==> src/rtl/core/lbs_pkg.sv <==
// Shared types, constants and saturation helpers for the linear blend skinning block.
package lbs_pkg;

    localparam int DATA_W   = 32;
    localparam int ACC_W    = 48;
    localparam int OPND_W   = 33;
    localparam int PROD_W   = 66;
    localparam int JOINT_W  = 6;
    localparam int ENTRY_W  = 4;
    localparam int WEIGHT_W = 17;
    localparam int ENTRIES  = 12;

    localparam logic CMD_WRITE     = 1'b0;
    localparam logic CMD_INFLUENCE = 1'b1;

    localparam logic [WEIGHT_W-1:0] ONE_Q16   = 17'd65536;
    localparam logic signed [OPND_W-1:0] ONE_OPND = 33'sd65536;
    localparam logic signed [PROD_W-1:0] ROUND_HALF = 66'sd32768;

    localparam logic [2:0] STEP_MUL0  = 3'd0;
    localparam logic [2:0] STEP_MUL1  = 3'd1;
    localparam logic [2:0] STEP_MUL2  = 3'd2;
    localparam logic [2:0] STEP_TRANS = 3'd3;
    localparam logic [2:0] STEP_WAIT  = 3'd4;
    localparam logic [2:0] STEP_WLO   = 3'd5;
    localparam logic [2:0] STEP_WHI   = 3'd6;
    localparam logic [2:0] STEP_ACC   = 3'd7;
    localparam logic [1:0] LAST_ROW   = 2'd2;
    localparam logic [1:0] COL_TRANS  = 2'd3;

    typedef enum logic [1:0] {
        ST_IDLE,
        ST_ROW,
        ST_FINAL
    } state_t;

    typedef enum logic [2:0] {
        OP_NONE,
        OP_MUL,
        OP_TRANS,
        OP_WLO,
        OP_WHI,
        OP_ACC,
        OP_EMIT
    } op_t;

    typedef struct packed {
        op_t        op;
        logic [1:0] row;
        logic [1:0] col;
        logic       first;
    } uop_t;

    typedef struct packed {
        logic               en;
        logic [ENTRY_W-1:0] entry;
    } rd_req_t;

    typedef struct packed {
        logic                    hit;
        logic signed [ACC_W-1:0] value;
    } clamp48_t;

    typedef struct packed {
        logic                     hit;
        logic signed [DATA_W-1:0] value;
    } clamp32_t;

    function automatic clamp48_t clamp48(input logic signed [50:0] v);
        clamp48_t r;
        if (v[50:47] == 4'b0000 || v[50:47] == 4'b1111)
        begin
            r.hit   = 1'b0;
            r.value = v[47:0];
        end
        else
        begin
            r.hit   = 1'b1;
            r.value = v[50] ? {1'b1, {47{1'b0}}} : {1'b0, {47{1'b1}}};
        end
        return r;
    endfunction

    function automatic clamp32_t clamp32(input logic signed [ACC_W-1:0] v);
        clamp32_t r;
        if (v[47:31] == {17{1'b0}} || v[47:31] == {17{1'b1}})
        begin
            r.hit   = 1'b0;
            r.value = v[31:0];
        end
        else
        begin
            r.hit   = 1'b1;
            r.value = v[47] ? {1'b1, {31{1'b0}}} : {1'b0, {31{1'b1}}};
        end
        return r;
    endfunction

endpackage

==> src/rtl/core/lbs_seq.sv <==
// Sequencer that issues the micro-operations of one influence row by row.
module lbs_seq (
    input  logic             clk,
    input  logic             rst_n,
    input  logic             start,
    input  logic             command,
    input  logic             last_influence,
    output logic             busy,
    output lbs_pkg::uop_t    uop,
    output lbs_pkg::rd_req_t rd
);
    import lbs_pkg::*;

    state_t     state_reg;
    state_t     state_next;
    logic [2:0] step_reg;
    logic [2:0] step_next;
    logic [1:0] row_reg;
    logic [1:0] row_next;
    logic       last_reg;
    logic       accept;

    assign busy   = (state_reg != ST_IDLE);
    assign accept = start && !busy;

    always_comb
    begin
        state_next = state_reg;
        step_next  = step_reg;
        row_next   = row_reg;
        case (state_reg)
            ST_IDLE:
            begin
                step_next = STEP_MUL0;
                row_next  = 2'd0;
                if (accept && command == CMD_INFLUENCE)
                begin
                    state_next = ST_ROW;
                end
            end
            ST_ROW:
            begin
                step_next = step_reg + 3'd1;
                if (step_reg == STEP_ACC)
                begin
                    row_next = row_reg + 2'd1;
                    if (row_reg == LAST_ROW)
                    begin
                        state_next = ST_FINAL;
                    end
                end
            end
            ST_FINAL:
            begin
                state_next = ST_IDLE;
            end
            default:
            begin
                state_next = ST_IDLE;
            end
        endcase
    end

    always_comb
    begin
        uop.op    = OP_NONE;
        uop.row   = row_reg;
        uop.col   = step_reg[1:0];
        uop.first = (step_reg == STEP_MUL0);
        if (state_reg == ST_ROW)
        begin
            case (step_reg)
                STEP_MUL0, STEP_MUL1, STEP_MUL2: uop.op = OP_MUL;
                STEP_TRANS: uop.op = OP_TRANS;
                STEP_WAIT:  uop.op = OP_NONE;
                STEP_WLO:   uop.op = OP_WLO;
                STEP_WHI:   uop.op = OP_WHI;
                STEP_ACC:   uop.op = OP_ACC;
                default:    uop.op = OP_NONE;
            endcase
        end
        else if (state_reg == ST_FINAL)
        begin
            uop.op = last_reg ? OP_EMIT : OP_NONE;
        end
        rd.en    = (uop.op == OP_MUL) || (uop.op == OP_TRANS);
        rd.entry = {row_reg, step_reg[1:0]};
    end

    always_ff @(posedge clk or negedge rst_n)
    begin
        if (!rst_n)
        begin
            state_reg <= ST_IDLE;
            step_reg  <= STEP_MUL0;
            row_reg   <= 2'd0;
        end
        else
        begin
            state_reg <= state_next;
            step_reg  <= step_next;
            row_reg   <= row_next;
        end
    end

    always_ff @(posedge clk)
    begin
        if (accept && command == CMD_INFLUENCE)
        begin
            last_reg <= last_influence;
        end
    end

    a_influence_busy: assert property (@(posedge clk) disable iff (!rst_n)
        (accept && command == CMD_INFLUENCE) |=> busy)
        else $error("influence beat did not make the block busy");

    a_write_single: assert property (@(posedge clk) disable iff (!rst_n)
        (accept && command == CMD_WRITE) |=> !busy)
        else $error("write beat held the block busy");

    a_busy_end: assert property (@(posedge clk) disable iff (!rst_n)
        $fell(busy) |-> $past(state_reg == ST_FINAL))
        else $error("busy fell before the final step");

endmodule

==> config.mk <==
export PLATFORM = sky130hd
export DESIGN_NAME = lbs_seq
export DESIGN_NICKNAME = d
export VERILOG_FILES = /design/src/rtl/core/lbs_pkg.sv /design/src/rtl/core/lbs_seq.sv
export SDC_FILE = /design/constraint.sdc
export NUM_CORES = 1
export LEC_CHECK = 0
export BUFFER_PORTS_ARGS = -buffer_cell sky130_fd_sc_hd__buf_2
export CELL_PAD_IN_SITES_DETAIL_PLACEMENT = 1
export CELL_PAD_IN_SITES_GLOBAL_PLACEMENT = 1
export CORE_MARGIN = 3
export CORE_UTILIZATION = 35
export CTS_CLUSTER_SIZE = 40
export DETAILED_ROUTE_END_ITERATION = 6
export GPL_TIMING_DRIVEN = 1
export PLACE_DENSITY_LB_ADDON = 0.25
export SYNTH_ARGS = -nofsm -noshare
export SYNTH_HDL_FRONTEND = slang
export SYNTH_SLANG_ARGS = --single-unit
==> constraint.sdc <==
create_clock -name clk -period 1.8 [get_ports clk]
set_input_delay 0.36 -clock clk [delete_from_list [all_inputs] [get_ports clk]]
set_output_delay 0.36 -clock clk [all_outputs]
set_load 0.01 [all_outputs]
Word level (Yosys, flattened, before mapping)
Memory sizes are Yosys's and may differ from the RTL's.
Index checks and enable logic that the tools add are counted.
{ "totals": {"wordCells": 36, "register_bits": 8, "mem_bits_ro": 24, "mem_count": 1, "output_inout_bits": 14} }
{ "op_classes": {"n_reduce_logical": 10, "addsub": 2, "n_mux": 10, "eq_ne": 9} }
{ "memory_table": {"columns": ["name", "words", "word_bits", "read_ports", "rd_clocked_by_memory_dff", "wr", "line", "source"], "rows": [
  ["(name not given)", 8, 3, 1, 0, 0, "lbs_seq.sv:72", "case (step_reg)"]
]} }
{ "op_table": {"columns": ["cell", "count"], "rows": [
  ["$mux W3", 3],
  ["$mux W2", 4],
  ["$pmux W2 S2", 2],
  ["$ne A2 B2 Y1 const B", 3],
  ["$pmux W3 S2", 1],
  ["$eq A2 B2 Y1 const B", 2],
  ["$reduce_bool A2 Y1", 2],
  ["$add A3 B1 Y3 const B", 1],
  ["$eq A3 B1 Y1 const B", 1],
  ["$eq A3 B2 Y1 const B", 1],
  ["$eq A3 B3 Y1 const B", 1],
  ["$logic_not A3 Y1", 1],
  ["$reduce_and A3 Y1", 1],
  ["$add A2 B1 Y2 const B", 1],
  ["$eq A2 B1 Y1 const B", 1],
  ["$logic_and A1 B1 Y1", 2],
  ["$logic_not A2 Y1", 1],
  ["$reduce_and A2 Y1", 1],
  ["$logic_not A1 Y1", 1],
  ["$logic_or A1 B1 Y1", 1]
]} }

Longest topological paths before layout
{ "depth": {"word_depth": 6, "ltp_mapped": 4, "depth_no_buf": 4} }

Worst setup path before layout
OpenSTA, ideal clock, no wires.
{ "synth_timing": {"path_type": "reg-to-output", "startpoint": "register step_reg[0]", "endpoint": "output uop[5] in the netlist's numbering", "stages_incl_launch_ff": 4, "arrival_ns": 1.124, "path_buffers": 0, "slack_ns": 0.316, "required_ns": 1.440, "path_cell_list": "dfrtp_1 > ha_1 > nor2b_1 > a211oi_1"} }
{ "synth_lines": {"columns": ["item", "line", "source"], "rows": [
  ["start, declared", "lbs_seq.sv:16", "logic [2:0] step_reg;"],
  ["start signal, assigned", "lbs_seq.sv:101", "step_reg <= step_next;"],
  ["end, declared", "lbs_seq.sv:9", "output lbs_pkg::uop_t uop,"]
]} }

==> metrics.txt <==
post-synthesis instance total=61; drt first pass iters=2; Pint=0.777 mW; Final Net Count=93; R2R setup slack=310 ps; Critical R2R Capture=row_reg[1]$_DFFE_PN0P_; top post-synthesis cells by area=dfrtp_1 30%, ha_1 13%, buf_4 9.0%; FF+latch count, synth=8; FMAX=0.564 GHz; max FFs per register=3; Max-slew headroom=between 70% and 80%; M3 GR Usage=2.30%; share of cells above drive strength 1=40.7%; largest net degree at the start of global routing=13; detailed-route via count=518; sequential-to-total area share from yosys stat=35.0%; worst r2r src=step_reg[1]$_DFFE_PN0P_; synth unique cells=26; post-layout instance area=717 sq um; Setup violations, final=0; Switching Fraction=43.9%; first-pass GRT wire length=2040 um; Antenna diodes=0; Worst path max stage delay=440 ps; RSZ-0062 raised after global routing=true; Area after DPL=643 sq um; Flop pwr share=a little over a quarter; hold path start=last_influence; Area Growth Syn to Fin=22.2%; clock buffer depth=2; minimum clock period=1770 ps; Avg Inst Size Synth=9.62 sq um; Remaining DRCs=0; WHS=277 ps; vias per cell=around 5.3; Avg WL per Cell=13.5 um; Worst R2R Path Depth=4; vias in the first global route=481; Worst Hold Class=in2reg; total of max-cap violations=0; CTS root buf=clkbuf_4; initial antenna violation count=0; Hold Path Cell Cnt=1; Initial Utilization=approximately two fifths; die footprint=0.00220 sq mm; net switching power=0.609 mW; syn nets=72; crit start category=flop; CTS buffer count=3; post-synth top area share=~30%; Worst Path Max Fanout=5; Tot Pwr=1.39 mW; synth warn=0; Die X=~47 um; Worst path slowest cell=dfrtp_2; GRT overflow=0; Die Y=~47 um; Core Area=0.00154 sq mm; final non-filler cell total=97; post-synthesis instance area=just under 600 sq um; PwrDens=approximately 1900 mW/mm^2; GRT Total Usage=about an eighth; Setup crit end kind=output pin; WP data required=1440 ps; final wirelength=1310 um; GR Util met2=between 20% and 30%; Synth area leader=dfrtp_1; Comb pwr share=63.4%; Detail Placement HPWL=929 um; Worst Skew=roughly 13 ps; clk_lat worst skew=between 200 and 300 ps; Worst VDD drop=between 0.8 and 0.9 mV; most frequent cells after synthesis=9 x nand2_1, 7 x buf_4, 7 x dfrtp_1, 6 x ha_1, 5 x o21ai_1; num rows=14; cell count after placement=88; Leakage=between 0.3 and 0.4 nW; Clock Sinks=8; Worst-Margin Slew=about 320 ps; H-tree level count=1; CTS clock-pin slew for the worst setup and hold paths=60 ps; Worst Path Arrival=1410 ps; # IOs=19; ys flop type=dfrtp_1; routability cong.=about 0.79; Clk pwr share=10.5%; GR peak layer=met2; crit-path cells=ha_2 > xor2_1 > o32ai_2 > buf_2; Synth async-reset ratio=87.5%; count leader, synth=nand2_1; Starting DRT DRC Count=4; Routed Antenna Nets=0; Worst Hold End=last_reg$_DFFE_PP_; fin. max-slew vios=0; Worst Path Class, Setup=reg2out; CTS tree=built; status=finished, final reports clean; number of flops mapped to enable cells by yosys=1; Final Hold Viols=0; period utilization=98.4%; met1 usage=15.9%; PortBufs=18
layout make-up:
class | instances | area (sq um)
clock buffer | 4 | 26.3
fill | 193 | 825
inverter | 4 | 15.0
multi-input combinational | 40 | 303
sequential | 8 | 208
tap | 16 | 20.0
timing repair buffer | 25 | 145
critical path: cells and delay by family (launching register included):
kind                     cells  cell delay [ps]
flip-flops                   1              440
adder cells (fa/ha/maj)      1              210
AO/OA/AOI/OAI                1              190
buffers and inverters        1              160
XOR/XNOR                     1              150
power groups by stage:
stage          logic, mW  registers, mW  clock network (mW)
5_1_grt            0.989          0.377               0.166
3_5_place_dp       0.798          0.374                   0
6_report           0.879          0.362               0.146
2_1_floorplan      0.651          0.339                   0
4_1_cts            0.886          0.360               0.154
3_3_place_gp       0.780          0.367                   0
routing by layer:
metal	wire length [um]	part of all wire, %
met5	0	0
met4	20	1.5
met1	571	44
met2	649	50
met3	70	5.3
through the flow:
step / setup TNS (ps) / setup slack [ps] / util [%]
after floorplan: 0 / 316 / -
after global placement: 0 / 223 / 41.7
final: 0 / 28.4 / 46.5
after CTS: 0 / 4.74 / 46.3
after detailed placement: 0 / 171 / 41.7
after global routing: -53.2 / -42.4 / 46.5
placed cells by master (no fill, tap or decap), drive strengths merged, types with 2 or more instances in the layout:
cell type,netlist,layout
o21ai,5,5
nand2,9,9
dfrtp,7,7
nor2,2,2
ha,6,6
nand4bb,2,2
nor2b,2,2
clkbuf,0,4
buf,9,24
inv,4,4
how the worst max path moves through the flow:
stage	startpoint	to	depth (start not counted)
4_1_cts	step_reg[0]$_DFFE_PN0P_	rd[4]	4
3_5_place_dp	step_reg[0]$_DFFE_PN0P_	rd[4]	4
2_1_floorplan	step_reg[0]$_DFFE_PN0P_	uop[5]	3
5_1_grt	step_reg[0]$_DFFE_PN0P_	rd[4]	4
6_report	step_reg[1]$_DFFE_PN0P_	rd[4]	4
3_3_place_gp	step_reg[0]$_DFFE_PN0P_	row_reg[1]$_DFFE_PN0P_	4
cell families (layout without fill, tap and decap cells):
family,after synthesis,in the layout,share of synthesized area [%]
AO/OA/AOI/OAI,11,11,13.6
XOR/XNOR,2,2,2.99
adder cells (fa/ha/maj),6,6,12.8
buffers and inverters,13,33,14.3
flip-flops,8,8,35.0
multiplexers,1,1,1.71
AND/OR/NAND/NOR,20,20,19.6
timing repair:
| action | CTS | global route |
|---|---|---|
| setup endpoints to repair | 2 | 3 |
| endpoints found under the hold margin | 7 | 0 |
| setup buffers | 4 | 0 |
| hold buffers | 1 | 0 |
| gates resized for setup | 3 | 1 |
| gates cloned | 0 | 0 |
Note: power is estimated with default switching activity, not from simulation.
