===== src/rtl/core/lbs_pkg.sv =====
// Shared types, constants and saturation helpers for the linear blend skinning block.
package lbs_pkg;

    localparam int DATA_W   = 32;
    localparam int ACC_W    = 48;
    localparam int OPND_W   = 33;
    localparam int PROD_W   = 66;
    localparam int JOINT_W  = 6;
    localparam int ENTRY_W  = 4;
    localparam int WEIGHT_W = 17;
    localparam int ENTRIES  = 12;

    localparam logic CMD_WRITE     = 1'b0;
    localparam logic CMD_INFLUENCE = 1'b1;

    localparam logic [WEIGHT_W-1:0] ONE_Q16   = 17'd65536;
    localparam logic signed [OPND_W-1:0] ONE_OPND = 33'sd65536;
    localparam logic signed [PROD_W-1:0] ROUND_HALF = 66'sd32768;

    localparam logic [2:0] STEP_MUL0  = 3'd0;
    localparam logic [2:0] STEP_MUL1  = 3'd1;
    localparam logic [2:0] STEP_MUL2  = 3'd2;
    localparam logic [2:0] STEP_TRANS = 3'd3;
    localparam logic [2:0] STEP_WAIT  = 3'd4;
    localparam logic [2:0] STEP_WLO   = 3'd5;
    localparam logic [2:0] STEP_WHI   = 3'd6;
    localparam logic [2:0] STEP_ACC   = 3'd7;
    localparam logic [1:0] LAST_ROW   = 2'd2;
    localparam logic [1:0] COL_TRANS  = 2'd3;

    typedef enum logic [1:0] {
        ST_IDLE,
        ST_ROW,
        ST_FINAL
    } state_t;

    typedef enum logic [2:0] {
        OP_NONE,
        OP_MUL,
        OP_TRANS,
        OP_WLO,
        OP_WHI,
        OP_ACC,
        OP_EMIT
    } op_t;

    typedef struct packed {
        op_t        op;
        logic [1:0] row;
        logic [1:0] col;
        logic       first;
    } uop_t;

    typedef struct packed {
        logic               en;
        logic [ENTRY_W-1:0] entry;
    } rd_req_t;

    typedef struct packed {
        logic                    hit;
        logic signed [ACC_W-1:0] value;
    } clamp48_t;

    typedef struct packed {
        logic                     hit;
        logic signed [DATA_W-1:0] value;
    } clamp32_t;

    function automatic clamp48_t clamp48(input logic signed [50:0] v);
        clamp48_t r;
        if (v[50:47] == 4'b0000 || v[50:47] == 4'b1111)
        begin
            r.hit   = 1'b0;
            r.value = v[47:0];
        end
        else
        begin
            r.hit   = 1'b1;
            r.value = v[50] ? {1'b1, {47{1'b0}}} : {1'b0, {47{1'b1}}};
        end
        return r;
    endfunction

    function automatic clamp32_t clamp32(input logic signed [ACC_W-1:0] v);
        clamp32_t r;
        if (v[47:31] == {17{1'b0}} || v[47:31] == {17{1'b1}})
        begin
            r.hit   = 1'b0;
            r.value = v[31:0];
        end
        else
        begin
            r.hit   = 1'b1;
            r.value = v[47] ? {1'b1, {31{1'b0}}} : {1'b0, {31{1'b1}}};
        end
        return r;
    endfunction

endpackage


===== src/rtl/core/lbs_datapath.sv =====
// Shared multiplier, wide sum, accumulators and saturating output stage.
module lbs_datapath (
    input  logic                                clk,
    input  logic                                rst_n,
    input  logic                                cap_en,
    input  logic [lbs_pkg::WEIGHT_W-1:0]        weight,
    input  logic signed [lbs_pkg::DATA_W-1:0]   pos_x,
    input  logic signed [lbs_pkg::DATA_W-1:0]   pos_y,
    input  logic signed [lbs_pkg::DATA_W-1:0]   pos_z,
    input  lbs_pkg::uop_t                       uop,
    input  logic signed [lbs_pkg::DATA_W-1:0]   rd_data,
    output logic                                result_valid,
    output logic signed [lbs_pkg::DATA_W-1:0]   out_x,
    output logic signed [lbs_pkg::DATA_W-1:0]   out_y,
    output logic signed [lbs_pkg::DATA_W-1:0]   out_z,
    output logic                                saturated
);
    import lbs_pkg::*;

    logic [WEIGHT_W-1:0]       weight_reg;
    logic signed [DATA_W-1:0]  pos_reg [3];
    uop_t                      s1_reg;
    uop_t                      s2_reg;
    logic signed [OPND_W-1:0]  mul_a;
    logic signed [OPND_W-1:0]  mul_b;
    logic signed [DATA_W-1:0]  pos_sel;
    logic signed [PROD_W-1:0]  prod_reg;
    logic signed [PROD_W-1:0]  sum_reg;
    logic signed [PROD_W-1:0]  sum_next;
    logic signed [PROD_W-1:0]  trans_sum;
    logic signed [ACC_W-1:0]   t_reg;
    logic signed [ACC_W-1:0]   acc_reg [3];
    logic signed [ACC_W-1:0]   acc_row;
    logic signed [50:0]        acc_sum;
    logic                      clip_reg;
    clamp48_t                  t_clamp;
    clamp48_t                  acc_clamp;
    clamp32_t                  c_x;
    clamp32_t                  c_y;
    clamp32_t                  c_z;

    always_comb
    begin
        case (s1_reg.col)
            2'd0:    pos_sel = pos_reg[0];
            2'd1:    pos_sel = pos_reg[1];
            2'd2:    pos_sel = pos_reg[2];
            default: pos_sel = '0;
        endcase
        case (s1_reg.op)
            OP_MUL:
            begin
                mul_a = $signed({rd_data[DATA_W-1], rd_data});
                mul_b = $signed({pos_sel[DATA_W-1], pos_sel});
            end
            OP_TRANS:
            begin
                mul_a = $signed({rd_data[DATA_W-1], rd_data});
                mul_b = ONE_OPND;
            end
            OP_WLO:
            begin
                mul_a = $signed({9'b0, t_reg[23:0]});
                mul_b = $signed({16'b0, weight_reg});
            end
            OP_WHI:
            begin
                mul_a = $signed({{9{t_reg[47]}}, t_reg[47:24]});
                mul_b = $signed({16'b0, weight_reg});
            end
            default:
            begin
                mul_a = '0;
                mul_b = '0;
            end
        endcase
    end

    assign trans_sum = sum_reg + prod_reg + ROUND_HALF;
    assign t_clamp   = clamp48({trans_sum[PROD_W-1], trans_sum[PROD_W-1:16]});
    assign acc_row   = (s2_reg.row == 2'd0) ? acc_reg[0] :
                       (s2_reg.row == 2'd1) ? acc_reg[1] : acc_reg[2];
    assign acc_sum   = {{3{acc_row[ACC_W-1]}}, acc_row}
                     + {sum_reg[PROD_W-1], sum_reg[PROD_W-1:16]};
    assign acc_clamp = clamp48(acc_sum);
    assign c_x       = clamp32(acc_reg[0]);
    assign c_y       = clamp32(acc_reg[1]);
    assign c_z       = clamp32(acc_reg[2]);

    always_comb
    begin
        case (s2_reg.op)
            OP_MUL:  sum_next = s2_reg.first ? prod_reg : sum_reg + prod_reg;
            OP_WLO:  sum_next = prod_reg + ROUND_HALF;
            OP_WHI:  sum_next = sum_reg + $signed({prod_reg[PROD_W-25:0], 24'b0});
            default: sum_next = sum_reg;
        endcase
    end

    always_ff @(posedge clk or negedge rst_n)
    begin
        if (!rst_n)
        begin
            s1_reg       <= '{op: OP_NONE, row: 2'd0, col: 2'd0, first: 1'b0};
            s2_reg       <= '{op: OP_NONE, row: 2'd0, col: 2'd0, first: 1'b0};
            acc_reg[0]   <= '0;
            acc_reg[1]   <= '0;
            acc_reg[2]   <= '0;
            clip_reg     <= 1'b0;
            result_valid <= 1'b0;
        end
        else
        begin
            s1_reg       <= uop;
            s2_reg       <= s1_reg;
            result_valid <= (s2_reg.op == OP_EMIT);
            case (s2_reg.op)
                OP_TRANS:
                begin
                    if (t_clamp.hit)
                    begin
                        clip_reg <= 1'b1;
                    end
                end
                OP_ACC:
                begin
                    if (s2_reg.row == 2'd0)
                    begin
                        acc_reg[0] <= acc_clamp.value;
                    end
                    if (s2_reg.row == 2'd1)
                    begin
                        acc_reg[1] <= acc_clamp.value;
                    end
                    if (s2_reg.row == 2'd2)
                    begin
                        acc_reg[2] <= acc_clamp.value;
                    end
                    if (acc_clamp.hit)
                    begin
                        clip_reg <= 1'b1;
                    end
                end
                OP_EMIT:
                begin
                    acc_reg[0] <= '0;
                    acc_reg[1] <= '0;
                    acc_reg[2] <= '0;
                    clip_reg   <= 1'b0;
                end
                default:
                begin
                    clip_reg <= clip_reg;
                end
            endcase
        end
    end

    always_ff @(posedge clk)
    begin
        if (cap_en)
        begin
            weight_reg <= (weight > ONE_Q16) ? ONE_Q16 : weight;
            pos_reg[0] <= pos_x;
            pos_reg[1] <= pos_y;
            pos_reg[2] <= pos_z;
        end
        prod_reg <= mul_a * mul_b;
        sum_reg  <= sum_next;
        if (s2_reg.op == OP_TRANS)
        begin
            t_reg <= t_clamp.value;
        end
        if (s2_reg.op == OP_EMIT)
        begin
            out_x     <= c_x.value;
            out_y     <= c_y.value;
            out_z     <= c_z.value;
            saturated <= clip_reg | c_x.hit | c_y.hit | c_z.hit;
        end
    end

    a_single_beat: assert property (@(posedge clk) disable iff (!rst_n)
        result_valid |=> !result_valid)
        else $error("result beat lasted more than one cycle");

    a_cleared: assert property (@(posedge clk) disable iff (!rst_n)
        result_valid |-> (acc_reg[0] == '0 && acc_reg[1] == '0 && acc_reg[2] == '0
                          && !clip_reg))
        else $error("accumulators not cleared with the result beat");

    a_emit_beat: assert property (@(posedge clk) disable iff (!rst_n)
        (s1_reg.op == OP_EMIT) |=> ##1 result_valid)
        else $error("emit step produced no result beat");

endmodule


===== config.mk =====
export PLATFORM = sky130hd
export DESIGN_NAME = lbs_datapath
export DESIGN_NICKNAME = d
export VERILOG_FILES = /design/src/rtl/core/lbs_pkg.sv /design/src/rtl/core/lbs_datapath.sv
export SDC_FILE = /design/constraint.sdc
export NUM_CORES = 2
export LEC_CHECK = 0
export BUFFER_PORTS_ARGS = -buffer_cell sky130_fd_sc_hd__buf_2
export CAP_MARGIN = 15
export CORE_ASPECT_RATIO = 1.75
export CORE_MARGIN = 2
export CORE_UTILIZATION = 43
export DETAILED_ROUTE_END_ITERATION = 8
export GPL_TIMING_DRIVEN = 0
export SKIP_LAST_GASP = 1
export SLEW_MARGIN = 20
export SYNTH_ARGS = -nofsm -noshare
export SYNTH_HDL_FRONTEND = slang
export SYNTH_SLANG_ARGS = --single-unit

===== constraint.sdc =====
create_clock -name clk -period 10.2 [get_ports clk]
set_input_delay 2.04 -clock clk [delete_from_list [all_inputs] [get_ports clk]]
set_output_delay 2.04 -clock clk [all_outputs]
set_load 0.005 [all_outputs]

Word-level counts from Yosys, hierarchy flattened
Memories as Yosys holds them, arrays and structs flattened.
Cells that the tools add are included.
- register bits after elaboration: 454
- bits in latches: 0
- RAM bits: 96
- ROM bits: 0
- input port bits: 156
- output and inout bits: 98
- word-level logic and storage cells: 102
- memories kept: 1
- memory list (name ; words ; bits a word ; read ports ; clocked after Yosys merged registers in ; write ports ; line ; text):
    pos_reg ; 3 ; 32 ; 3 ; 0 ; 3 ; lbs_datapath.sv:21 ; logic signed [DATA_W-1:0] pos_reg [3];
- $add $sub $neg: 5
- multipliers: 1
- div/mod/pow operators: 0
- order comparisons: 1
- equal/unequal tests: 24
- shift-type cells: 0
- muxes and demuxes: 26
- bitwise gates (word level): 3
- reduce and logical (&&, ||, !) cells: 21
- operators by type and width (operator ; number):
    two-way mux 48 bit ; 7
    one-hot mux 144 bit (2 select lines) ; 1
    one-hot mux 33 bit (3 select lines) ; 2
    one-hot mux 66 bit (3 select lines) ; 1
    adder 66 x 17 -> 66 bit, second input constant ; 2
    adder 66 bit ; 2
    two-way mux 33 bit ; 3
    two-way mux 49 bit ; 2
    two-way mux 32 bit ; 3
    one-hot mux 32 bit (3 select lines) ; 1
    multiplier 33 x 33 -> 66 bit ; 1
    two-way mux 66 bit ; 1
    adder 48 x 50 -> 51 bit ; 1
    equality test 17 bit, second input constant ; 3
    logical NOT 17 bit ; 3
    greater-than comparator 17 bit, second input constant ; 1
    equality test 3 x 2 -> 1 bit, second input constant ; 4
    equality test 3 bit, second input constant ; 4
    inequality test 2 bit, second input constant ; 5
    equality test 4 bit, second input constant ; 2
    logical NOT 4 bit ; 2
    equality test 3 x 1 -> 1 bit, second input constant ; 2
    AND reduction 2 bit ; 3
    nonzero test 3 bit ; 2
    10 further kinds ; 23

Depth between registers and ports, before layout
- word-level depth: 9
- mapped depth: 40
- depth with buffers taken out: 36

Worst setup path before layout
Ideal clock, no wire load.
- path type: input port to flip-flop
- from: input rd_data[23] (netlist name)
- to: register prod_reg[65]
- setup time: 0.072 ns
- data arrival time: 10.189 ns
- data required time: 10.128 ns
- path slack: -0.061 ns
- cell stages on the path: 32
- path buffers: 2
- path through: mux2_2 -> a22oi_1 -> nor2_1 -> or2_2 -> clkbuf_1 -> clkbuf_1 -> nand2_1 -> fa_1 -> fa_1 -> fa_1 -> fa_1 -> fa_1 -> fa_1 -> fa_1 -> fa_1 -> inv_1 -> ha_1 -> a21o_1 -> a21o_1 -> a21oi_1 -> a21boi_0 -> o21ai_0 -> or3_1 -> o21ai_0 -> o21ai_0 -> a21bo_2 -> a21oi_1 -> o31ai_1 -> a31oi_1 -> o21ai_0 -> a21oi_1 -> xnor2_1
- cells in the longest elaborated chain, start to end: 2
- RTL lines (element ; line ; text):
    start, declared ; lbs_datapath.sv:11 ; input logic signed [lbs_pkg::DATA_W-1:0] rd_data,
    one-hot mux 33 bit (3 select lines) ; lbs_datapath.sv:50 ; case (s1_reg.op)
    multiplier 33 x 33 -> 66 bit ; lbs_datapath.sv:168 ; prod_reg <= mul_a * mul_b;
    end signal, assigned ; lbs_datapath.sv:168 ;
    end, declared ; lbs_datapath.sv:27 ; logic signed [PROD_W-1:0] prod_reg;
No other way between the ends.
A chain may end at the register's enable or synchronous reset.

Final worst setup path
- from: register s1_reg[7] (netlist name)
- to: register prod_reg[64]
- cells in the longest elaborated chain, start to end: 4
- elaborated cells between the ends (all ways): 9
- classes of those cells: 1 x mul; 4 x eq/ne; 2 x mux; 2 x reduce/logical
- RTL lines (element ; line ; text):
    start, declared ; lbs_datapath.sv:22 ; uop_t s1_reg;
    start signal, assigned ; lbs_datapath.sv:104 ; s1_reg <= '{op: OP_NONE, row: 2'd0, col: 2'd0, first: 1'b0};
    start signal, assigned ; lbs_datapath.sv:114 ; s1_reg <= uop;
    equality test 3 x 2 -> 1 bit, or another cell as far along ; lbs_datapath.sv:50 ;
    OR reduction 2 bit (no line) ; - ;
    one-hot mux 33 bit (3 select lines) ; lbs_datapath.sv:50 ;
    multiplier 33 x 33 -> 66 bit * ; lbs_datapath.sv:168 ;
Mark *: on every way between the ends. The rest lies on a longest branch, timed or not.

==> flow_summary.json <==
{
  "outcome": "complete, but fails checks",
  "violations": "negative setup slack",
  "fin_util_pct": 49.2,
  "ir_drop_v": 0.000239,
  "yosysWarnings": 0,
  "cp-start-kind": "flop",
  "cp_slowest_stage_delay_ns": 0.67,
  "ant_nets": 0,
  "largest_reg_flops": 144,
  "synthFlopType": "edfxtp_1",
  "synthCells": 7561,
  "route.detailed.drc": 0,
  "die_x_um": 308,
  "hold_class": "reg2reg",
  "area_delta_synth_final_pct": 13.7,
  "period_needed_ns": 10.40,
  "crit_path_top_delay_cell": "fa_1",
  "vias": 59000,
  "fillers": 15600,
  "dieHeight_um": 537,
  "dieArea_um2": 165000,
  "fmax_ghz": 0.0961,
  "worst-setup-path-type": "reg2reg",
  "cp.arrival_ns": 11.03,
  "layout-drive-gt1-share_pct": 12.9,
  "synth.cell_area_um2": 69700,
  "synth-edff-count": 324,
  "num_rows": 195,
  "period_share_pct": 102,
  "cts-root-buf": "clkbuf_16",
  "grt_max_degree": 94,
  "final_max_slew_viol_count": 0,
  "maxCapViolCount": 0,
  "power.density_nw_per_um2": 246,
  "cts.sinks": 550,
  "timing.final.ws_setup_ns": -0.203,
  "wire_per_inst_um": 32.6,
  "grt-ovfl-total": 0,
  "avgSynthCellArea_um2": 9.22,
  "finalHoldViolCount": 0,
  "yosysUniqueCellTypes": 95,
  "dp_hpwl_mm": 278,
  "global_route.usage.total_pct": 40.4,
  "viasPerCell": 5.83,
  "clock_latency_ns": 0.77,
  "gp_congestion": 1.06,
  "first_pass_iters": 6,
  "fin_tns_setup_ns": -0.454,
  "synth_most_common_cell": "inv_1",
  "place_area_um2": 74400,
  "crit_fanout": 10,
  "rsz0062_at_grt": "true",
  "core_area_um2": 161000,
  "critPathCaptureType": "flop",
  "clockBufferDepth": 3,
  "cts_tree": "yes",
  "power_mw": 19.5,
  "pin_count": 254,
  "rr_worst_depth": 34,
  "worstMarginPinSlew_ns": 1.31,
  "htree_levels": 2,
  "drt_iter0_markers": 4214,
  "synth_seq_cells": 550,
  "synth_area_leaders": "fa_1 32%, edfxtp_1 14%, ha_1 6.7%",
  "cp.required_ns": 10.83,
  "finalSetupViolCount": 5,
  "start_util_pct": 43.3,
  "clkTransAtPathRegs_ns": 0.07,
  "fin_area_um2": 79200,
  "cts-hold-fix-buffers": 0,
  "nets": 9657,
  "grt_pass1_vias": 63700,
  "synth_top_area_share_pct": 32.3,
  "synthArstFlopShare_pct": 29.1,
  "yosysTopAreaCell": "fa_1",
  "finalWirelength_mm": 330,
  "syn_nets": 9217,
  "grt_pass1_wl_mm": 460,
  "holdPathStages": 0,
  "slew_headroom_pct": 12.5,
  "cts_buffers": 56,
  "antenna_found_initial": 17,
  "finClkSkew_ns": 0.0523,
  "portBuffers": 253,
  "seq_area_frac_synth_pct": 21.6,
  "leakage_nw": 37.0,
  "synthTopCellsByCount": "1179 x inv_1, 1126 x fa_1, 1047 x nand2_1"
}
-- cells by family (layout without fill, tap and decap cells) --
group           after synthesis  count (layout)  synth area share, %
compound gates             1347            1347                 12.2
xor+xnor                    241             241                 3.06
fa+ha+maj                  1500            1500                 39.1
buf+inv                    1545            2032                 8.46
flops                       550             550                 21.6
mux                          98              98                 1.41
other cells                   0              10                    0
simple gates               2280            2280                 14.2
-- layer usage --
metal | wire length (um) | GRT usage (%)
met1 | 97000 | 36.4
met2 | 165000 | 71.1
met3 | 18800 | 6.82
met4 | 49200 | 47.4
met5 | 15 | 0
-- power breakdown --
| part | total (mW) | leakage, nW | switching, mW | internal [mW] |
|---|---|---|---|---|
| logic | 12.9 | 30.3 | 8.36 | 4.55 |
| registers | 4.22 | 5.72 | 0.920 | 3.30 |
| clock network | 2.33 | 0.960 | 1.06 | 1.27 |
| total | 19.5 | 37.0 | 10.3 | 9.13 |
-- cells in the final DEF, fill, tap and decap left out, types with 43 or more instances in the layout --
master     synthesis  layout
a21o_1           226     221
dfxtp_1           66      66
nand2_1         1047    1037
clkbuf_2           0      62
edfxtp_1         324     324
buf_2             15     284
clkbuf_1         329     127
fa_1            1126    1088
nor3_1            48      43
clkbuf_16          0      66
nand3_1           82      82
a21oi_1          273     260
xnor2_1          148     146
clkbuf_4           0      48
dfrtp_1          160     156
xor2_1            92      92
inv_1           1179    1171
and3_1            53      53
buf_4              1     129
o21ai_0          433     396
nand4_1           62      62
nor2b_1           45      43
mux2i_1           95      92
ha_1             374     365
nor2_1           726     720
o21ai_2           39      58
-- per-stage QoR --
| stage | hold WS [ns] | cells | setup WS [ns] |
|---|---|---|---|
| floorplan | 0.331 | 7561 | 0.00769 |
| CTS | 0.338 | 10100 | 0.000305 |
| global placement | 0.337 | 9882 | -9.98 |
| detailed placement | 0.335 | 9931 | -3.92 |
| global route | 0.358 | 10100 | -0.384 |
| finish | 0.337 | 10100 | -0.203 |
-- path summary, 6_finish.rpt --
check                               startpoint  slack (ns)                 endpoint
max                        s1_reg[7]$_DFF_PN0_       -0.20     prod_reg[64]$_DFF_P_
min                        s1_reg[0]$_DFF_PN0_        0.34      s2_reg[0]$_DFF_PN0_
max reg2reg                s1_reg[7]$_DFF_PN0_       -0.20     prod_reg[64]$_DFF_P_
min reg2reg                s1_reg[0]$_DFF_PN0_        0.34      s2_reg[0]$_DFF_PN0_
max in group asynchronous                rst_n        7.94  acc_reg[92]$_DFFE_PN0P_
min in group asynchronous                rst_n        1.20  acc_reg[64]$_DFFE_PN0P_
-- critical path, delay by kind of cell, from the launching register on --
family                   cells  cell delay [ns]
adder cells (fa/ha/maj)      9             4.67
flip-flops                   1             0.51
AND/OR/NAND/NOR              4             0.57
XOR/XNOR                     1             0.18
buffers and inverters        7             1.76
AO/OA/AOI/OAI               13             2.54
-- what timing repair did --
action                                 4_1_cts  5_1_grt
setup buffers                               65       45
gates resized for setup                    527      153
endpoints found under the hold margin        0        0
setup endpoints to repair                   45       15
pin swaps                                   52       85
-- cell type report --
cell class	instances	area (um^2)	share of cell area [%]
Timing Repair Buffer	411	2760	3.48
Tap cell	2068	2590	3.27
Antenna cell	10	25.0	0.0316
Clock buffer	62	1470	1.85
Inverter	1180	4440	5.60
Sequential cell	550	15100	19.0
Multi-Input combinational cell	5466	50000	63.1
Buffer	336	2300	2.91
Clock inverter	43	586	0.739
Power figures use the tool's default switching activity.
